File: config.mk
export PLATFORM = sky130hd
export DESIGN_NAME = thermal_filter_fan_curve_flat
export DESIGN_NICKNAME = d
export VERILOG_FILES = /design/src/hdl/tffc_pkg.sv /design/src/hdl/tffc_req_if.sv /design/src/hdl/tffc_rsp_if.sv /design/src/hdl/tffc_regs.sv /design/src/hdl/tffc_ctrl.sv /design/src/hdl/tffc_dp.sv /design/src/hdl/thermal_filter_fan_curve.sv /design/src/flat_wrapper.sv
export SDC_FILE = /design/constraint.sdc
export NUM_CORES = 1
export LEC_CHECK = 0
export BUFFER_PORTS_ARGS = -buffer_cell sky130_fd_sc_hd__buf_2
export CAP_MARGIN = 20
export CORE_ASPECT_RATIO = 1.2
export CORE_MARGIN = 1
export CORE_UTILIZATION = 35
export CTS_BUF_LIST = sky130_fd_sc_hd__clkbuf_8
export CTS_CLUSTER_DIAMETER = 120
export DETAILED_ROUTE_END_ITERATION = 8
export HOLD_SLACK_MARGIN = 0.12
export PLACE_DENSITY = 0.58
export REMOVE_ABC_BUFFERS = 1
export SKIP_CTS_REPAIR_TIMING = 1
export SYNTH_ARGS = -nofsm -noshare
export SYNTH_HDL_FRONTEND = slang
export SYNTH_SLANG_ARGS = --single-unit
File: constraint.sdc
create_clock -name clock -period 6.83 [get_ports clock]
set_input_delay 0.683 -clock clock [delete_from_list [all_inputs] [get_ports clock]]
set_output_delay 0.683 -clock clock [all_outputs]
set_load 0.1 [all_outputs]
File: src/hdl/tffc_pkg.sv
// ---------------------------------------------------------------------------
// Thermal filter / fan curve package
// Shared widths, constants, register indexes, status codes and the
// command/status bundles between the controller and the datapath.
// ---------------------------------------------------------------------------
`default_nettype none

package tffc_pkg;

   localparam int ADC_W      = 12;
   localparam int TEMP_W     = 18;
   localparam int THR_W      = 19;
   localparam int DUTY_W     = 7;
   localparam int MDUTY_W    = 8;
   localparam int STATUS_W   = 2;
   localparam int CSR_IDX_W  = 3;
   localparam int CSR_DATA_W = 19;

   // ADC code to millivolts: raw * 3300 >> 12
   localparam int MV_SCALE   = 3300;
   localparam int PROD_W     = 24;
   localparam int MV_W       = 12;
   localparam int MV30_W     = 17;
   localparam int DEG_PER_MV = 30;
   localparam int TEMP_OFFSET = 125000;
   localparam int ACC_RESET  = 25000;

   localparam int DUTY_HALF  = 50;
   localparam int DUTY_FULL  = 100;

   // fan curve divider: quotient stays below 50, six bits
   localparam int QUO_W      = 6;
   localparam int CNT_W      = 3;
   localparam int NUM_W      = 25;
   localparam int DSH_W      = THR_W + QUO_W - 1;

   localparam logic [CSR_IDX_W-1:0] REG_THRESHOLD_LOW      = 3'd0;
   localparam logic [CSR_IDX_W-1:0] REG_THRESHOLD_MID      = 3'd1;
   localparam logic [CSR_IDX_W-1:0] REG_THRESHOLD_HIGH     = 3'd2;
   localparam logic [CSR_IDX_W-1:0] REG_THRESHOLD_CRITICAL = 3'd3;
   localparam logic [CSR_IDX_W-1:0] REG_MANUAL_MODE        = 3'd4;
   localparam logic [CSR_IDX_W-1:0] REG_MANUAL_DUTY        = 3'd5;

   localparam logic signed [THR_W-1:0] THR_LOW_RESET  = 19'sd30000;
   localparam logic signed [THR_W-1:0] THR_MID_RESET  = 19'sd45000;
   localparam logic signed [THR_W-1:0] THR_HIGH_RESET = 19'sd60000;
   localparam logic signed [THR_W-1:0] THR_CRIT_RESET = 19'sd80000;

   typedef enum logic [STATUS_W-1:0] {
      STATUS_NORMAL   = 2'd0,
      STATUS_WARNING  = 2'd1,
      STATUS_CRITICAL = 2'd2,
      STATUS_MANUAL   = 2'd3
   } status_type;

   typedef struct packed {
      logic signed [THR_W-1:0] threshold_low;
      logic signed [THR_W-1:0] threshold_mid;
      logic signed [THR_W-1:0] threshold_high;
      logic signed [THR_W-1:0] threshold_critical;
      logic                    manual_mode;
      logic [MDUTY_W-1:0]      manual_duty;
   } cfg_type;

   typedef struct packed {
      logic capture;
      logic mult;
      logic conv;
      logic filt;
      logic setup;
      logic div_step;
      logic load_out;
   } cmd_type;

   typedef struct packed {
      logic div_last;
   } sts_type;

endpackage

`default_nettype wire

File: src/hdl/tffc_req_if.sv
// ---------------------------------------------------------------------------
// Sample channel
// Valid/ready channel carrying one ADC code and one internal temperature.
// ---------------------------------------------------------------------------
`default_nettype none

interface tffc_req_if;
   logic                                  valid;
   logic                                  ready;
   logic [tffc_pkg::ADC_W-1:0]            adc_raw;
   logic signed [tffc_pkg::TEMP_W-1:0]    int_temp_raw;

   modport source (output valid, output adc_raw, output int_temp_raw, input ready);
   modport sink   (input valid, input adc_raw, input int_temp_raw, output ready);
endinterface

`default_nettype wire

File: src/hdl/tffc_rsp_if.sv
// ---------------------------------------------------------------------------
// Result channel
// Valid/ready channel carrying filtered temperatures, fan duty and status.
// ---------------------------------------------------------------------------
`default_nettype none

interface tffc_rsp_if;
   logic                                  valid;
   logic                                  ready;
   logic signed [tffc_pkg::TEMP_W-1:0]    ext_temp_filtered;
   logic signed [tffc_pkg::TEMP_W-1:0]    int_temp_filtered;
   logic [tffc_pkg::DUTY_W-1:0]           fan_duty;
   logic [tffc_pkg::STATUS_W-1:0]         status;

   modport source (output valid, output ext_temp_filtered, output int_temp_filtered,
                   output fan_duty, output status, input ready);
   modport sink   (input valid, input ext_temp_filtered, input int_temp_filtered,
                   input fan_duty, input status, output ready);
endinterface

`default_nettype wire

File: src/hdl/tffc_regs.sv
// ---------------------------------------------------------------------------
// Configuration registers
// Thresholds and manual fan control, written through a plain write port.
// ---------------------------------------------------------------------------
`default_nettype none

module tffc_regs (
   input  wire logic                              clock,
   input  wire logic                              reset,
   input  wire logic                              csr_we,
   input  wire logic [tffc_pkg::CSR_IDX_W-1:0]    csr_index,
   input  wire logic [tffc_pkg::CSR_DATA_W-1:0]   csr_wdata,
   output tffc_pkg::cfg_type                      cfg
);

   tffc_pkg::cfg_type cfg_ff, cfg_in;

   always_comb begin
      cfg_in = cfg_ff;
      if (csr_we) begin
         case (csr_index)
            tffc_pkg::REG_THRESHOLD_LOW:
               cfg_in.threshold_low = csr_wdata[tffc_pkg::THR_W-1:0];
            tffc_pkg::REG_THRESHOLD_MID:
               cfg_in.threshold_mid = csr_wdata[tffc_pkg::THR_W-1:0];
            tffc_pkg::REG_THRESHOLD_HIGH:
               cfg_in.threshold_high = csr_wdata[tffc_pkg::THR_W-1:0];
            tffc_pkg::REG_THRESHOLD_CRITICAL:
               cfg_in.threshold_critical = csr_wdata[tffc_pkg::THR_W-1:0];
            tffc_pkg::REG_MANUAL_MODE:
               cfg_in.manual_mode = csr_wdata[0];
            tffc_pkg::REG_MANUAL_DUTY:
               cfg_in.manual_duty = csr_wdata[tffc_pkg::MDUTY_W-1:0];
            default: begin
               // drop writes beyond the register list
               cfg_in = cfg_ff;
            end
         endcase
      end
   end

   always_ff @(posedge clock) begin
      if (reset) begin
         cfg_ff.threshold_low      <= tffc_pkg::THR_LOW_RESET;
         cfg_ff.threshold_mid      <= tffc_pkg::THR_MID_RESET;
         cfg_ff.threshold_high     <= tffc_pkg::THR_HIGH_RESET;
         cfg_ff.threshold_critical <= tffc_pkg::THR_CRIT_RESET;
         cfg_ff.manual_mode        <= 1'b0;
         cfg_ff.manual_duty        <= '0;
      end else begin
         cfg_ff <= cfg_in;
      end
   end

   assign cfg = cfg_ff;

endmodule

`default_nettype wire

File: src/hdl/tffc_ctrl.sv
// ---------------------------------------------------------------------------
// Thermal filter controller
// Sequences one sample through convert, filter, curve setup and divide.
// ---------------------------------------------------------------------------
`default_nettype none

module tffc_ctrl (
   input  wire logic        clock,
   input  wire logic        reset,
   input  wire logic        req_valid,
   output logic             req_ready,
   output logic             rsp_valid,
   input  wire logic        rsp_ready,
   output tffc_pkg::cmd_type cmd,
   input  wire tffc_pkg::sts_type sts
);

   typedef enum logic [6:0] {
      ST_IDLE  = 7'b0000001,
      ST_MULT  = 7'b0000010,
      ST_CONV  = 7'b0000100,
      ST_FILT  = 7'b0001000,
      ST_SETUP = 7'b0010000,
      ST_DIV   = 7'b0100000,
      ST_DONE  = 7'b1000000
   } state_type;

   state_type state_ff, state_in;
   logic      rsp_valid_ff, rsp_valid_in;
   logic      out_free;

   assign out_free = !rsp_valid_ff || rsp_ready;

   always_comb begin
      state_in     = state_ff;
      cmd          = '0;
      req_ready    = 1'b0;
      rsp_valid_in = rsp_valid_ff && !rsp_ready;
      case (state_ff)
         ST_IDLE: begin
            req_ready = 1'b1;
            if (req_valid) begin
               cmd.capture = 1'b1;
               state_in    = ST_MULT;
            end
         end
         ST_MULT: begin
            cmd.mult = 1'b1;
            state_in = ST_CONV;
         end
         ST_CONV: begin
            cmd.conv = 1'b1;
            state_in = ST_FILT;
         end
         ST_FILT: begin
            cmd.filt = 1'b1;
            state_in = ST_SETUP;
         end
         ST_SETUP: begin
            cmd.setup = 1'b1;
            state_in  = ST_DIV;
         end
         ST_DIV: begin
            cmd.div_step = 1'b1;
            if (sts.div_last) begin
               state_in = ST_DONE;
            end
         end
         ST_DONE: begin
            // hold until the output register is free
            if (out_free) begin
               cmd.load_out = 1'b1;
               rsp_valid_in = 1'b1;
               state_in     = ST_IDLE;
            end
         end
         default: begin
            state_in = ST_IDLE;
         end
      endcase
   end

   always_ff @(posedge clock) begin
      if (reset) begin
         state_ff     <= ST_IDLE;
         rsp_valid_ff <= 1'b0;
      end else begin
         state_ff     <= state_in;
         rsp_valid_ff <= rsp_valid_in;
      end
   end

   assign rsp_valid = rsp_valid_ff;

endmodule

`default_nettype wire

File: src/hdl/tffc_dp.sv
// ---------------------------------------------------------------------------
// Thermal filter datapath
// ADC conversion, two IIR filters, fan curve with a restoring divider,
// status selection and the result register.
// ---------------------------------------------------------------------------
`default_nettype none

module tffc_dp #(
   parameter int ALPHA_SHIFT = 3
) (
   input  wire logic                                   clock,
   input  wire logic                                   reset,
   input  wire tffc_pkg::cmd_type                      cmd,
   output tffc_pkg::sts_type                           sts,
   input  wire tffc_pkg::cfg_type                      cfg,
   input  wire logic [tffc_pkg::ADC_W-1:0]             req_adc_raw,
   input  wire logic signed [tffc_pkg::TEMP_W-1:0]     req_int_temp_raw,
   output logic signed [tffc_pkg::TEMP_W-1:0]          rsp_ext_temp_filtered,
   output logic signed [tffc_pkg::TEMP_W-1:0]          rsp_int_temp_filtered,
   output logic [tffc_pkg::DUTY_W-1:0]                 rsp_fan_duty,
   output logic [tffc_pkg::STATUS_W-1:0]               rsp_status
);

   localparam int TW = tffc_pkg::TEMP_W;
   localparam int CW = tffc_pkg::THR_W + 1;

   logic [tffc_pkg::ADC_W-1:0]    adc_ff, adc_in;
   logic signed [TW-1:0]          int_raw_ff, int_raw_in;
   logic [tffc_pkg::PROD_W-1:0]   prod_ff, prod_in;
   logic signed [TW-1:0]          ext_mc_ff, ext_mc_in;
   logic signed [TW-1:0]          ext_acc_ff, ext_acc_in;
   logic signed [TW-1:0]          int_acc_ff, int_acc_in;
   logic [tffc_pkg::NUM_W-1:0]    rem_ff, rem_in;
   logic [tffc_pkg::DSH_W-1:0]    dsh_ff, dsh_in;
   logic [tffc_pkg::QUO_W-1:0]    quo_ff, quo_in;
   logic [tffc_pkg::CNT_W-1:0]    cnt_ff, cnt_in;
   logic [tffc_pkg::DUTY_W-1:0]   base_ff, base_in;
   tffc_pkg::status_type          status_ff, status_in;

   logic signed [TW-1:0]          out_ext_ff, out_ext_in;
   logic signed [TW-1:0]          out_int_ff, out_int_in;
   logic [tffc_pkg::DUTY_W-1:0]   out_duty_ff, out_duty_in;
   tffc_pkg::status_type          out_status_ff, out_status_in;

   logic [tffc_pkg::MV_W-1:0]     mv;
   logic [tffc_pkg::MV30_W-1:0]   mv_x30;
   logic [tffc_pkg::MV30_W-1:0]   conv_u;
   logic signed [TW:0]            ext_diff, ext_step, ext_sum;
   logic signed [TW:0]            int_diff, int_step, int_sum;
   logic signed [CW-1:0]          t_w, lo_w, mid_w, hi_w, crit_w;
   logic signed [CW-1:0]          d_lo, d_mid, span_lo, span_hi;
   logic [tffc_pkg::THR_W-1:0]    seg_offset, divisor;
   logic [tffc_pkg::DUTY_W-1:0]   manual_clamped;
   logic                          div_ge;

   // conversion
   assign mv      = prod_ff[tffc_pkg::PROD_W-1 -: tffc_pkg::MV_W];
   assign mv_x30  = tffc_pkg::MV30_W'({5'd0, mv} * tffc_pkg::MV30_W'(tffc_pkg::DEG_PER_MV));
   assign conv_u  = tffc_pkg::MV30_W'(tffc_pkg::TEMP_OFFSET) - mv_x30;

   // filters: acc + ((x - acc) >>> shift)
   assign ext_diff = {ext_mc_ff[TW-1], ext_mc_ff} - {ext_acc_ff[TW-1], ext_acc_ff};
   assign ext_step = ext_diff >>> ALPHA_SHIFT;
   assign ext_sum  = {ext_acc_ff[TW-1], ext_acc_ff} + ext_step;
   assign int_diff = {int_raw_ff[TW-1], int_raw_ff} - {int_acc_ff[TW-1], int_acc_ff};
   assign int_step = int_diff >>> ALPHA_SHIFT;
   assign int_sum  = {int_acc_ff[TW-1], int_acc_ff} + int_step;

   // curve operands
   assign t_w     = {{(CW-TW){ext_acc_ff[TW-1]}}, ext_acc_ff};
   assign lo_w    = {cfg.threshold_low[tffc_pkg::THR_W-1], cfg.threshold_low};
   assign mid_w   = {cfg.threshold_mid[tffc_pkg::THR_W-1], cfg.threshold_mid};
   assign hi_w    = {cfg.threshold_high[tffc_pkg::THR_W-1], cfg.threshold_high};
   assign crit_w  = {cfg.threshold_critical[tffc_pkg::THR_W-1], cfg.threshold_critical};
   assign d_lo    = t_w - lo_w;
   assign d_mid   = t_w - mid_w;
   assign span_lo = mid_w - lo_w;
   assign span_hi = hi_w - mid_w;

   assign manual_clamped = (cfg.manual_duty > tffc_pkg::MDUTY_W'(tffc_pkg::DUTY_FULL))
                           ? tffc_pkg::DUTY_W'(tffc_pkg::DUTY_FULL)
                           : cfg.manual_duty[tffc_pkg::DUTY_W-1:0];

   always_comb begin
      seg_offset = '0;
      divisor    = tffc_pkg::THR_W'(1);
      base_in    = tffc_pkg::DUTY_W'(0);
      status_in  = tffc_pkg::STATUS_NORMAL;
      if (cfg.manual_mode) begin
         base_in   = manual_clamped;
         status_in = tffc_pkg::STATUS_MANUAL;
      end else begin
         if (t_w < lo_w) begin
            base_in = tffc_pkg::DUTY_W'(0);
         end else if (t_w < mid_w) begin
            seg_offset = d_lo[tffc_pkg::THR_W-1:0];
            divisor    = span_lo[tffc_pkg::THR_W-1:0];
         end else if (t_w < hi_w) begin
            seg_offset = d_mid[tffc_pkg::THR_W-1:0];
            divisor    = span_hi[tffc_pkg::THR_W-1:0];
            base_in    = tffc_pkg::DUTY_W'(tffc_pkg::DUTY_HALF);
         end else begin
            base_in = tffc_pkg::DUTY_W'(tffc_pkg::DUTY_FULL);
         end
         if (t_w >= crit_w) begin
            status_in = tffc_pkg::STATUS_CRITICAL;
         end else if (t_w >= mid_w) begin
            status_in = tffc_pkg::STATUS_WARNING;
         end
      end
      if (!cmd.setup) begin
         base_in   = base_ff;
         status_in = status_ff;
      end
   end

   // restoring divider, one quotient bit per step
   assign div_ge = rem_ff >= tffc_pkg::NUM_W'(dsh_ff);

   always_comb begin
      adc_in      = cmd.capture ? req_adc_raw : adc_ff;
      int_raw_in  = cmd.capture ? req_int_temp_raw : int_raw_ff;
      prod_in     = cmd.mult
                    ? tffc_pkg::PROD_W'({12'd0, adc_ff} *
                                        tffc_pkg::PROD_W'(tffc_pkg::MV_SCALE))
                    : prod_ff;
      ext_mc_in   = cmd.conv ? signed'({1'b0, conv_u}) : ext_mc_ff;
      ext_acc_in  = cmd.filt ? ext_sum[TW-1:0] : ext_acc_ff;
      int_acc_in  = cmd.filt ? int_sum[TW-1:0] : int_acc_ff;

      rem_in = rem_ff;
      dsh_in = dsh_ff;
      quo_in = quo_ff;
      cnt_in = cnt_ff;
      if (cmd.setup) begin
         rem_in = tffc_pkg::NUM_W'({{(tffc_pkg::NUM_W-tffc_pkg::THR_W){1'b0}}, seg_offset} *
                                   tffc_pkg::NUM_W'(tffc_pkg::DUTY_HALF));
         dsh_in = {divisor, {(tffc_pkg::QUO_W-1){1'b0}}};
         quo_in = '0;
         cnt_in = tffc_pkg::CNT_W'(tffc_pkg::QUO_W - 1);
      end else if (cmd.div_step) begin
         rem_in = div_ge ? rem_ff - tffc_pkg::NUM_W'(dsh_ff) : rem_ff;
         dsh_in = dsh_ff >> 1;
         quo_in = {quo_ff[tffc_pkg::QUO_W-2:0], div_ge};
         cnt_in = cnt_ff - tffc_pkg::CNT_W'(1);
      end

      out_ext_in    = cmd.load_out ? ext_acc_ff : out_ext_ff;
      out_int_in    = cmd.load_out ? int_acc_ff : out_int_ff;
      out_duty_in   = cmd.load_out ? base_ff + {1'b0, quo_ff} : out_duty_ff;
      out_status_in = cmd.load_out ? status_ff : out_status_ff;
   end

   always_ff @(posedge clock) begin
      if (reset) begin
         ext_acc_ff <= TW'(tffc_pkg::ACC_RESET);
         int_acc_ff <= TW'(tffc_pkg::ACC_RESET);
      end else begin
         ext_acc_ff <= ext_acc_in;
         int_acc_ff <= int_acc_in;
      end
   end

   always_ff @(posedge clock) begin
      adc_ff        <= adc_in;
      int_raw_ff    <= int_raw_in;
      prod_ff       <= prod_in;
      ext_mc_ff     <= ext_mc_in;
      rem_ff        <= rem_in;
      dsh_ff        <= dsh_in;
      quo_ff        <= quo_in;
      cnt_ff        <= cnt_in;
      base_ff       <= base_in;
      status_ff     <= status_in;
      out_ext_ff    <= out_ext_in;
      out_int_ff    <= out_int_in;
      out_duty_ff   <= out_duty_in;
      out_status_ff <= out_status_in;
   end

   assign sts.div_last          = (cnt_ff == '0);
   assign rsp_ext_temp_filtered = out_ext_ff;
   assign rsp_int_temp_filtered = out_int_ff;
   assign rsp_fan_duty          = out_duty_ff;
   assign rsp_status            = out_status_ff;

endmodule

`default_nettype wire

File: src/hdl/thermal_filter_fan_curve.sv
// ---------------------------------------------------------------------------
// Thermal filter and fan curve, top level
// Per sample: convert the NTC code to millidegrees, filter both temperatures,
// derive fan duty (auto curve or manual) and a thermal status.
//
// Usage:
//   req_chan  sample beats: adc_raw (12-bit code), int_temp_raw (millidegrees).
//   rsp_chan  one result beat per sample: both filtered temperatures,
//             fan_duty in percent and status (normal/warning/critical/manual).
//   csr_*     write-only registers: thresholds low/mid/high/critical,
//             manual mode and manual duty; write them only while idle.
// Timing:
//   A sample is taken in the idle state and passes through the multiply,
//   convert, filter and curve setup steps, six steps of the restoring divider
//   and the load of the result register, which makes the result valid. The
//   next sample is accepted only once the block is back in the idle state.
//   The result register decouples the two sides: the next sample is accepted
//   while a result waits; a stalled receiver holds the block only when a new
//   result is ready and the old one has not been taken.
// Reset:
//   Both filter accumulators restart at 25000 mC, registers take their
//   default thresholds (30/45/60/80 C), auto mode; no result is pending.
// ---------------------------------------------------------------------------
`default_nettype none

module thermal_filter_fan_curve #(
   parameter int ALPHA_SHIFT = 3
) (
   input  wire logic                              clock,
   input  wire logic                              reset,
   tffc_req_if.sink                               req_chan,
   tffc_rsp_if.source                             rsp_chan,
   input  wire logic                              csr_we,
   input  wire logic [tffc_pkg::CSR_IDX_W-1:0]    csr_index,
   input  wire logic [tffc_pkg::CSR_DATA_W-1:0]   csr_wdata
);

   tffc_pkg::cfg_type cfg;
   tffc_pkg::cmd_type cmd;
   tffc_pkg::sts_type sts;
   logic              req_ready;
   logic              rsp_valid;
   logic [tffc_pkg::STATUS_W-1:0] rsp_status;

   // configuration registers
   tffc_regs u_regs (
      .clock     (clock),
      .reset     (reset),
      .csr_we    (csr_we),
      .csr_index (csr_index),
      .csr_wdata (csr_wdata),
      .cfg       (cfg)
   );

   // sequencer: owns the handshakes and steps the datapath
   tffc_ctrl u_ctrl (
      .clock     (clock),
      .reset     (reset),
      .req_valid (req_chan.valid),
      .req_ready (req_ready),
      .rsp_valid (rsp_valid),
      .rsp_ready (rsp_chan.ready),
      .cmd       (cmd),
      .sts       (sts)
   );

   // arithmetic, filter state and result register
   tffc_dp #(
      .ALPHA_SHIFT (ALPHA_SHIFT)
   ) u_dp (
      .clock                 (clock),
      .reset                 (reset),
      .cmd                   (cmd),
      .sts                   (sts),
      .cfg                   (cfg),
      .req_adc_raw           (req_chan.adc_raw),
      .req_int_temp_raw      (req_chan.int_temp_raw),
      .rsp_ext_temp_filtered (rsp_chan.ext_temp_filtered),
      .rsp_int_temp_filtered (rsp_chan.int_temp_filtered),
      .rsp_fan_duty          (rsp_chan.fan_duty),
      .rsp_status            (rsp_status)
   );

   assign req_chan.ready  = req_ready;
   assign rsp_chan.valid  = rsp_valid;
   assign rsp_chan.status = rsp_status;

endmodule

`default_nettype wire

File: src/flat_wrapper.sv
// flat-port wrapper written by rule: the top's interface ports become plain ports
module thermal_filter_fan_curve_flat 
#(
   parameter int ALPHA_SHIFT = 3
)
  (clock, reset, csr_we, csr_index, csr_wdata, req_chan_valid, req_chan_adc_raw, req_chan_int_temp_raw, req_chan_ready, rsp_chan_valid, rsp_chan_ext_temp_filtered, rsp_chan_int_temp_filtered, rsp_chan_fan_duty, rsp_chan_status, rsp_chan_ready);
  tffc_req_if req_chan_i ();
  tffc_rsp_if rsp_chan_i ();
  input  wire logic clock;
  input  wire logic reset;
  input  wire logic csr_we;
  input  wire logic [tffc_pkg::CSR_IDX_W-1:0] csr_index;
  input  wire logic [tffc_pkg::CSR_DATA_W-1:0] csr_wdata;
  input wire logic [$bits(req_chan_i.valid)-1:0] req_chan_valid;
  input wire logic [$bits(req_chan_i.adc_raw)-1:0] req_chan_adc_raw;
  input wire logic [$bits(req_chan_i.int_temp_raw)-1:0] req_chan_int_temp_raw;
  output wire logic [$bits(req_chan_i.ready)-1:0] req_chan_ready;
  output wire logic [$bits(rsp_chan_i.valid)-1:0] rsp_chan_valid;
  output wire logic [$bits(rsp_chan_i.ext_temp_filtered)-1:0] rsp_chan_ext_temp_filtered;
  output wire logic [$bits(rsp_chan_i.int_temp_filtered)-1:0] rsp_chan_int_temp_filtered;
  output wire logic [$bits(rsp_chan_i.fan_duty)-1:0] rsp_chan_fan_duty;
  output wire logic [$bits(rsp_chan_i.status)-1:0] rsp_chan_status;
  input wire logic [$bits(rsp_chan_i.ready)-1:0] rsp_chan_ready;
  assign req_chan_i.valid = req_chan_valid;
  assign req_chan_i.adc_raw = req_chan_adc_raw;
  assign req_chan_i.int_temp_raw = req_chan_int_temp_raw;
  assign req_chan_ready = req_chan_i.ready;
  assign rsp_chan_valid = rsp_chan_i.valid;
  assign rsp_chan_ext_temp_filtered = rsp_chan_i.ext_temp_filtered;
  assign rsp_chan_int_temp_filtered = rsp_chan_i.int_temp_filtered;
  assign rsp_chan_fan_duty = rsp_chan_i.fan_duty;
  assign rsp_chan_status = rsp_chan_i.status;
  assign rsp_chan_i.ready = rsp_chan_ready;
  thermal_filter_fan_curve #(.ALPHA_SHIFT(ALPHA_SHIFT)) u_core (.clock(clock), .reset(reset), .req_chan(req_chan_i), .rsp_chan(rsp_chan_i), .csr_we(csr_we), .csr_index(csr_index), .csr_wdata(csr_wdata));
endmodule
Word level (Yosys, flattened, before mapping)
Index checks and enable logic that the tools add are counted.
{ "op_classes": {"add_sub_neg": 12, "n_mux": 36, "eq_ne": 15, "n_reduce_logical": 18, "mul": 3, "n_lt_le_gt_ge": 7} }
{ "ops": {"columns": ["op", "count"], "rows": [
  ["$mux 19", 8],
  ["$mux 25", 3],
  ["$lt 18x19->1", 3],
  ["$mux 7", 8],
  ["$pmux 7 s7", 1],
  ["$mux 24", 2],
  ["$ge 18x19->1", 2],
  ["$sub 18x18->19", 2],
  ["$sub 18x19->19", 2],
  ["$sub 19x19->19", 2],
  ["$add 18x16->18", 2],
  ["$ge 25x24->1", 1],
  ["$sub 25x24->25", 1],
  ["$mul 19x5->24 const B", 1],
  ["$mul 12x10->22 const B", 1],
  ["$sub 17x17->17 const A", 1],
  ["$mul 12x4->16 const B", 1],
  ["$reduce_and 2->1", 8],
  ["$mux 1", 14],
  ["$gt 8x7->1 const B", 1],
  ["$add 7x6->7", 1],
  ["$eq 7x1->1 const B", 1],
  ["$eq 7x2->1 const B", 1],
  ["$eq 7x3->1 const B", 1],
  ["other kinds (17)", 23]
]} }
{ "totals": {"wordCells": 118, "out_inout_bits": 47, "regBits": 310} }

Depth between registers and ports, before layout
Gate-level depths: netlist (run 1).
{ "depth": {"ltp_word": 7, "mapped_depth": 27, "mapped_depth_nobuf": 27} }

Cells and area by module
A second synthesis (run 1) with hierarchy kept.
{ "hier_totals": {"hier_cells": 2641, "hier_area_um2": 24858.8} }
{ "by_module_without_submodules": {"columns": ["mod", "instances", "area_per_inst_um2", "cells_per_inst"], "rows": [
  ["tffc_dp", 1, 20995.1, 2265],
  ["tffc_regs", 1, 3415.8, 324],
  ["tffc_ctrl", 1, 447.9, 52]
]} }

Worst setup path after synthesis (run 1)
Ideal clock, no wire load.
{ "synth_path": {"kind": "flip-flop to flip-flop", "startpoint": "register u_core.u_dp.ext_acc_ff[1]", "endpoint": "register u_core.u_dp.rem_ff[23] (netlist name), data pin", "path_stages_with_launch": 24, "n_path_buf": 1, "slack_ps": 769, "t_required_ps": 6571, "arrival_ps": 5802, "setup_time_ps": 259, "synth_period_minus_slack_ps": 6061, "cell_sequence": "dfxtp_1 ha_1 nor2b_1 o31a_1 o41ai_2 a22oi_1 a22oi_2 clkbuf_1 a22oi_1 nor2_1 ha_1 ha_1 inv_1 fa_1 inv_1 ha_1 a21o_1 a21oi_1 o31ai_1 o31ai_2 o21ai_1 a311o_1 a41o_1 a211o_1"} }
{ "synth_via": {"elab_chain_len": 7, "word_cells_on_any_way": 11} }
{ "synth_lines": {"columns": ["element", "line_no", "source"], "rows": [
  ["from (decl)", "tffc_dp.sv:31", "logic signed [TW-1:0] ext_acc_ff, ext_acc_in;"],
  ["from (signal assigned)", "tffc_dp.sv:156", "ext_acc_ff <= TW'(tffc_pkg::ACC_RESET);"],
  ["from (signal assigned)", "tffc_dp.sv:159", "ext_acc_ff <= ext_acc_in;"],
  ["$sub 18x19->19 / $lt 18x19->1 (equally long branches)", "tffc_dp.sv:76, tffc_dp.sv:98", null],
  ["$mux 19", "tffc_dp.sv:98", "end else if (t_w < hi_w) begin"],
  ["$mux 19", "tffc_dp.sv:95", "end else if (t_w < mid_w) begin"],
  ["$mux 19 *", "tffc_dp.sv:93", "if (t_w < lo_w) begin"],
  ["$mux 19 *", "tffc_dp.sv:89", "if (cfg.manual_mode) begin"],
  ["$mul 19x5->24 *", "tffc_dp.sv:136", "rem_in = tffc_pkg::NUM_W'({{(tffc_pkg::NUM_W-tffc_pkg::THR_W){1'b0}}, seg_offset} *"],
  ["$mux 25 *", "tffc_dp.sv:135", "if (cmd.setup) begin"],
  ["named net u_core.u_dp.rem_in, one bit", "tffc_dp.sv:33", "logic [tffc_pkg::NUM_W-1:0] rem_ff, rem_in;"],
  ["to (signal assigned)", "tffc_dp.sv:169", "rem_ff <= rem_in;"],
  ["to (decl)", "tffc_dp.sv:33", null]
]} }
Mark *: on every way through the listed nets, which the timed path passes. The rest lies on a longest branch.
A chain may end at the register's enable or synchronous reset.

Final worst setup path (run 1)
{ "layout_path": {"startpoint": "register u_core.u_regs.cfg_ff (netlist bit u_core.u_regs.cfg[70])", "endpoint": "register u_core.u_dp.rem_ff[23] (netlist name), data pin"} }
{ "layout_via": {"elab_chain_len": 6, "word_cells_on_any_way": 7} }
{ "layout_lines": {"columns": ["element", "line_no", "source"], "rows": [
  ["from (decl)", "tffc_regs.sv:16", "tffc_pkg::cfg_type cfg_ff, cfg_in;"],
  ["from (signal assigned)", "tffc_regs.sv:51", "cfg_ff <= cfg_in;"],
  ["$sub 18x19->19", "tffc_dp.sv:75", "assign d_lo = t_w - lo_w;"],
  ["$mux 19", "tffc_dp.sv:95", null],
  ["$mux 19 *", "tffc_dp.sv:93", null],
  ["$mux 19 *", "tffc_dp.sv:89", null],
  ["$mul 19x5->24 *", "tffc_dp.sv:136", null],
  ["$mux 25 *", "tffc_dp.sv:135", null],
  ["named net u_core.u_dp.rem_in, one bit", "tffc_dp.sv:33", null]
]} }
Marked as above.

==> results_dict.tcl, run 1 <==
set metrics [dict create \
    outcome "finished, final reports clean" \
    drive_above_1_share_pct 9.94 \
    regToRegEndpoint "u_core.u_dp.rem_ff[23]" \
    post_dp_cell_area_um2 26000 \
    vdd_ir_drop_max_mv 0.494 \
    crit_type "flip-flop to flip-flop" \
    p_seq_share_pct 21.8 \
    finalHoldViolCount 0 \
    period_minus_slack_ns 6.42 \
    cts_tree "yes" \
    power_frac_clock_pct 15.3 \
    switchingPower_mw 5.25 \
    min_from "req_chan_adc_raw[2]" \
    cp-start-kind "flip-flop" \
    final_common_cell "ha_1" \
    max_slew_margin_pct 27.5 \
    synth_area_leaders "edfxtp_1 19%, ha_1 18%, dfxtp_1 12%" \
    start_util_pct 35.4 \
    viasPerCell 5.06 \
    die_area_um2 70300 \
    yosysWarnings 0 \
    finalCritPeriodShare_pct 94.0 \
    grt_usage_pct 18.4 \
    grt_pass1_wl_mm 103 \
    clock_latency_ns 0.69 \
    cts.sinks 299 \
    grt_antenna_before_repair 5 \
    die_height_um 290 \
    power_frac_comb_pct 62.9 \
    cp.required_ns 7.36 \
    synth_edf_count 155 \
    num_io_pins 104 \
    cts-buffers-inserted 57 \
    gp_congestion 0.906 \
    skew_ns 0.0485 \
    arrival_ns 6.95 \
    netlist.area_leader.share_pct 19.2 \
    endpoint_kind "flip-flop" \
    vias 19100 \
    syn_avg_cell_area_um2 9.13 \
    port_buffers 103 \
    final_design_area_no_fill_um2 27400 \
    synth-seq-cells 299 \
    netlist_instances 2653 \
    nets 3307 \
    die_w_um 242 \
    reg2reg_from "u_core.u_regs.cfg[70]" \
    mostFrequentLayoutCells "357 x ha_1, 324 x inv_1, 289 x nand2_1, 225 x a21oi_1, 155 x edfxtp_1" \
    hold_path_class "input port to flip-flop" \
    p_int_mw 6.68 \
    drtIter0Drc 930 \
    reg2reg_setup_slack_ns 0.41 \
    grt_overflow 0 \
    cts_buffer_depth 3 \
    coreArea_um2 68400 \
    final_core_util_pct 40.1 \
    holdPathStages 1 \
    clock-root-buffer "clkbuf_8" \
    worstMarginPinSlew_ns 1.09 \
    synth_cell_types 90 \
    maxSlewViolCount 0 \
    synth_area_um2 24200 \
    yosysTopAreaCell "edfxtp_1" \
    grt_pass1_vias 19300 \
    first_pass_iters 5 \
    ant_nets 0 \
    grt_max_degree 78 \
    setup_violations 0 \
    p_per_area_nw_per_um2 435 \
    p_leak_nw 12.1 \
    maxCapViolations 0 \
    wl_per_cell_um 17.2 \
    p_sw_share_pct 44.0 \
    cp_max_fo 8 \
    synth_ff_type "edfxtp_1" \
    hold_end "u_core.u_dp.adc_ff[2]" \
    synthArstFlopShare_pct 0 \
    reg2reg_depth 21 \
    synth.yosys.seq_area_share_pct 31.1 \
    clk_pin_slew_ns 0.06 \
    syn_to_final_growth_pct 13.2 \
    clock.fmax_ghz 0.156 \
    htree_levels 2 \
    dp_hpwl_mm 51.8 \
    drc 0 \
    std_cell_rows 105 \
    wirelength_mm 64.8 \
]
==> final cells by class <==
| class | count | area, um2 |
|---|---|---|
| diodes | 4 | 10.0 |
| well taps | 909 | 1140 |
| fillers | 6884 | 41000 |
| multi-input cells | 1996 | 15400 |
| inverters | 303 | 1140 |
| clock buffers | 73 | 1000 |
| flip-flops and latches | 299 | 7540 |
| repair buffers | 163 | 1020 |
| clock inverters | 34 | 175 |
==> worst max-delay path, cell delays in order, from the launching register on <==
cell	delay (ns)
dfxtp_1	0.30
inv_1	0.06
ha_1	0.35
a2111o_1	0.49
o211ai_1	0.44
a211oi_2	0.21
o31ai_4	0.43
inv_2	0.17
and2_1	0.20
ha_1	0.28
ha_1	0.31
fa_1	0.46
ha_1	0.35
a21o_1	0.19
a211oi_2	0.27
o31ai_1	0.17
o31ai_2	0.28
o21ai_1	0.20
a311o_1	0.40
a2111oi_1	0.43
a41o_1	0.15
a211o_1	0.13
==> through the flow <==
step           TNS (ns)  setup WS [ns]  total power, mW  std cells  hold slack, ns
2_1_floorplan         0          0.582             8.67       2598           0.400
3_3_place_gp          0          0.345             10.1       3653           0.420
3_5_place_dp          0          0.226             10.2       3653           0.422
4_1_cts               0          0.172             12.1       3760           0.102
5_1_grt         -0.0128        -0.0128             13.1       3778           0.122
6_report              0          0.409             11.9       3781           0.173
==> power groups by stage <==
| stage | clock network (mW) | logic, mW | registers [mW] |
|---|---|---|---|
| after floorplan | 0 | 5.98 | 2.69 |
| after global placement | 0 | 7.47 | 2.65 |
| after detailed placement | 0 | 7.53 | 2.65 |
| after CTS | 1.89 | 7.59 | 2.61 |
| after global routing | 1.96 | 8.54 | 2.63 |
| final | 1.82 | 7.51 | 2.61 |
==> worst max-delay path by stage <==
| stage | start | to | depth (start not counted) |
|---|---|---|---|
| floorplan | u_core.u_regs.cfg[48] | u_core.u_dp.rem_ff[23] | 21 |
| global placement | u_core.u_regs.cfg[48] | u_core.u_dp.rem_ff[23] | 22 |
| detailed placement | u_core.u_regs.cfg[48] | u_core.u_dp.rem_ff[23] | 22 |
| CTS | u_core.u_regs.cfg[48] | u_core.u_dp.rem_ff[23] | 22 |
| global route | u_core.u_dp.ext_acc_ff[17] | u_core.u_dp.rem_ff[23] | 25 |
| finish | u_core.u_regs.cfg[70] | u_core.u_dp.rem_ff[23] | 21 |
==> sequential cells by signal, summed over array words and instances (netlist names), 12 cells and up <==
signal and cells:
u_core.u_dp.rem_ff 25, u_core.u_dp.ext_mc_ff 16, u_core.u_dp.ext_acc_ff 18, u_core.u_dp.rsp_ext_temp_filtered 18
u_core.u_dp.int_raw_ff 18, u_core.u_dp.rsp_int_temp_filtered 18, u_core.u_regs.cfg 85, u_core.u_dp.dsh_ff 24
u_core.u_dp.prod_ff 12, u_core.u_dp.adc_ff 12, u_core.u_dp.int_acc_ff 18
==> metal layers <==
metal | track usage, % | wire length [um]
met2 | 34.7 | 33500
met1 | 21.2 | 27200
met4 | 5.13 | 1620
met3 | 2.96 | 2480
met5 | 0 | 0
==> Yosys cell counts, drive strengths merged (32+ instances only) <==
cell	number
nand3	32
fa	73
nor2b	32
nand2b	38
o211ai	47
xnor2	115
nor3	39
o22ai	38
nand2	289
xor2	78
dfxtp	144
clkbuf	47
a21o	75
nor2	136
o21ai	117
inv	301
ha	357
a21oi	225
edfxtp	155
==> logic make-up (layout without fill, tap and decap cells) <==
logic type	count (synthesis)	count (layout)	share of synthesized area [%]
compound gates	700	700	18.9
simple gates	667	667	12.7
fa+ha+maj	430	430	24.5
buf+inv	358	573	5.58
flops	299	299	31.1
xor+xnor	193	193	6.98
mux	6	6	0.253
other cells	0	4	0
Note: power is estimated with default switching activity, not from simulation.
==> run 2: changes to the inputs <==
--- a/config.mk
+++ b/config.mk
@@ -15,7 +15,6 @@
 export DETAILED_ROUTE_END_ITERATION = 8
 export HOLD_SLACK_MARGIN = 0.12
 export PLACE_DENSITY = 0.58
-export REMOVE_ABC_BUFFERS = 1
 export SKIP_CTS_REPAIR_TIMING = 1
 export SYNTH_ARGS = -nofsm -noshare
 export SYNTH_HDL_FRONTEND = slang
==> constraint.sdc (replaced) <==
create_clock -name clock -period 6.83 [get_ports clock]
set_input_delay 1.0245 -clock clock [delete_from_list [all_inputs] [get_ports clock]]
set_output_delay 1.0245 -clock clock [all_outputs]
set_load 0.1 [all_outputs]
==> run 2 against run 1 <==
  * Fmax shrank 0.53%
  * Utilization down 0.44 points
  * Final area fell by 1.1%
  * Critical endpoint unchanged
  * Largest cell class unchanged
  * Highest routed layer unchanged
==> results_dict.tcl, run 2 (same netlist as run 1, synthesis figures left out) <==
set metrics [dict create \
    outcome "finished, final reports clean" \
    syn_to_final_growth_pct 11.9 \
    grt_pass1_vias 19200 \
    num_io_pins 104 \
    p_leak_nw 11.9 \
    p_int_mw 6.53 \
    vdd_ir_drop_max_mv 0.521 \
    cts_buffer_depth 3 \
    reg2reg_depth 24 \
    grt_setup_unrepaired "no" \
    drc 0 \
    clock_latency_ns 0.66 \
    vias 19000 \
    cts-buffers-inserted 52 \
    skew_ns 0.0573 \
    coreArea_um2 68400 \
    cp.required_ns 7.36 \
    p_seq_share_pct 22.3 \
    grt_overflow 0 \
    wirelength_mm 62.1 \
    arrival_ns 6.99 \
    die_w_um 242 \
    holdWs_ns 0.420 \
    setup_tns_ns 0 \
    syn-num-nets 3140 \
    switchingPower_mw 5.13 \
    finalPower_mw 11.7 \
    period_minus_slack_ns 6.45 \
    max_slew_margin_pct 27.9 \
    largest_reg_flops 85 \
    nets 3284 \
    port_buffers 103 \
    cts.sinks 299 \
    reg2reg_from "u_core.u_regs.cfg[48]" \
    power_frac_clock_pct 14.2 \
    crit_type "flip-flop to flip-flop" \
    start_util_pct 35.4 \
    finalCritPeriodShare_pct 94.5 \
    cp_max_fo 9 \
    dp_hpwl_mm 49.6 \
    htree_levels 2 \
    p_sw_share_pct 44.0 \
    maxSlewViolCount 0 \
    setup_violations 0 \
    ant_nets 0 \
    p_per_area_nw_per_um2 430 \
    clk_pin_slew_ns 0.06 \
    worstMarginPinSlew_ns 1.08 \
    gp_congestion 0.907 \
    grt_max_degree 80 \
    finalHoldViolCount 0 \
    drive_above_1_share_pct 9.47 \
    power_frac_comb_pct 63.5 \
    endpoint_kind "flip-flop" \
    final_common_cell "ha_1" \
    die_height_um 290 \
    std_cell_rows 105 \
    grt_pass1_wl_mm 99.5 \
    regToRegEndpoint "u_core.u_dp.rem_ff[23]" \
    drtIter0Drc 873 \
    clock-root-buffer "clkbuf_8" \
    clock.fmax_ghz 0.155 \
    grt_usage_pct 17.6 \
    die_area_um2 70300 \
    pre_cts_slack_ns 0.104 \
    wl_per_cell_um 16.5 \
    first_pass_iters 5 \
    min_from "u_core.u_dp.status_ff[0]" \
    hold_end "u_core.u_dp.rsp_status[0]" \
    mostFrequentLayoutCells "357 x ha_1, 316 x inv_1, 289 x nand2_1, 225 x a21oi_1, 155 x edfxtp_1" \
    reg2reg_setup_slack_ns 0.38 \
    hold_path_class "flip-flop to flip-flop" \
    viasPerCell 5.06 \
    fin_ws_ns 0.375 \
    cp-start-kind "flip-flop" \
    grt_antenna_before_repair 3 \
    holdPathStages 0 \
    cts_tree "yes" \
    maxCapViolations 0 \
]
[run 2: worst max-delay path by stage]
stage,startpoint,to,slack (ns),cells past startpoint
after floorplan,u_core.u_dp.ext_acc_ff[1],u_core.u_dp.rem_ff[23],0.77,23
after global placement,u_core.u_regs.cfg[48],u_core.u_dp.rem_ff[23],0.28,24
after detailed placement,u_core.u_regs.cfg[48],u_core.u_dp.rem_ff[23],0.10,24
after CTS,u_core.u_regs.cfg[48],u_core.u_dp.rem_ff[23],0.11,24
after global routing,u_core.u_regs.cfg[48],u_core.u_dp.rem_ff[23],0.0004,24
final,u_core.u_regs.cfg[48],u_core.u_dp.rem_ff[23],0.38,24
[run 2: through the flow]
| step | util (%) | area [um2] | cells |
|---|---|---|---|
| after floorplan | - | 24200 | 2653 |
| after global placement | 38.0 | 26000 | 3650 |
| after detailed placement | 38.0 | 26000 | 3651 |
| after CTS | 39.5 | 27000 | 3748 |
| after global routing | 39.6 | 27100 | 3752 |
| final | 39.6 | 27100 | 3754 |
[run 2: layout make-up]
class | count | area [um2]
Timing Repair Buffer | 145 | 861
Sequential cell | 299 | 7540
Antenna cell | 5 | 12.5
Clock buffer | 58 | 798
Tap cell | 909 | 1140
Multi-Input combinational cell | 1996 | 15400
Inverter | 303 | 1140
Fill cell | 6907 | 41300
Clock inverter | 39 | 233
[run 2: layer usage]
metal	share of wire, %	up-vias	track usage (%)
li1	-	9700	-
met1	43	8913	20.6
met2	51	265	32.8
met3	3.2	100	2.27
met4	3.1	0	5.80
met5	0	-	0
[run 2: worst max-delay path, stage by stage (launching register included)]
cell	delay (ns)
dfxtp_1	0.40
inv_1	0.14
ha_1	0.31
nor2b_1	0.15
o31a_1	0.30
o41ai_4	0.31
a22oi_2	0.18
a22o_1	0.36
buf_4	0.20
nor2_1	0.11
a31oi_1	0.05
nor2_1	0.26
ha_1	0.30
ha_1	0.31
fa_1	0.46
ha_1	0.35
a21o_1	0.19
a211oi_2	0.29
o31ai_2	0.15
o31ai_2	0.26
o21ai_1	0.19
a311o_1	0.39
a2111oi_1	0.42
a41o_1	0.14
a211o_1	0.12
[run 2: power by group through the flow]
stage / registers, mW / clock network [mW] / logic, mW
global placement: 2.64 / 0 / 7.41
finish: 2.59 / 1.66 / 7.40
detailed placement: 2.64 / 0 / 7.46
global route: 2.62 / 1.79 / 8.56
CTS: 2.60 / 1.73 / 7.53
floorplan: 2.69 / 0 / 6.01
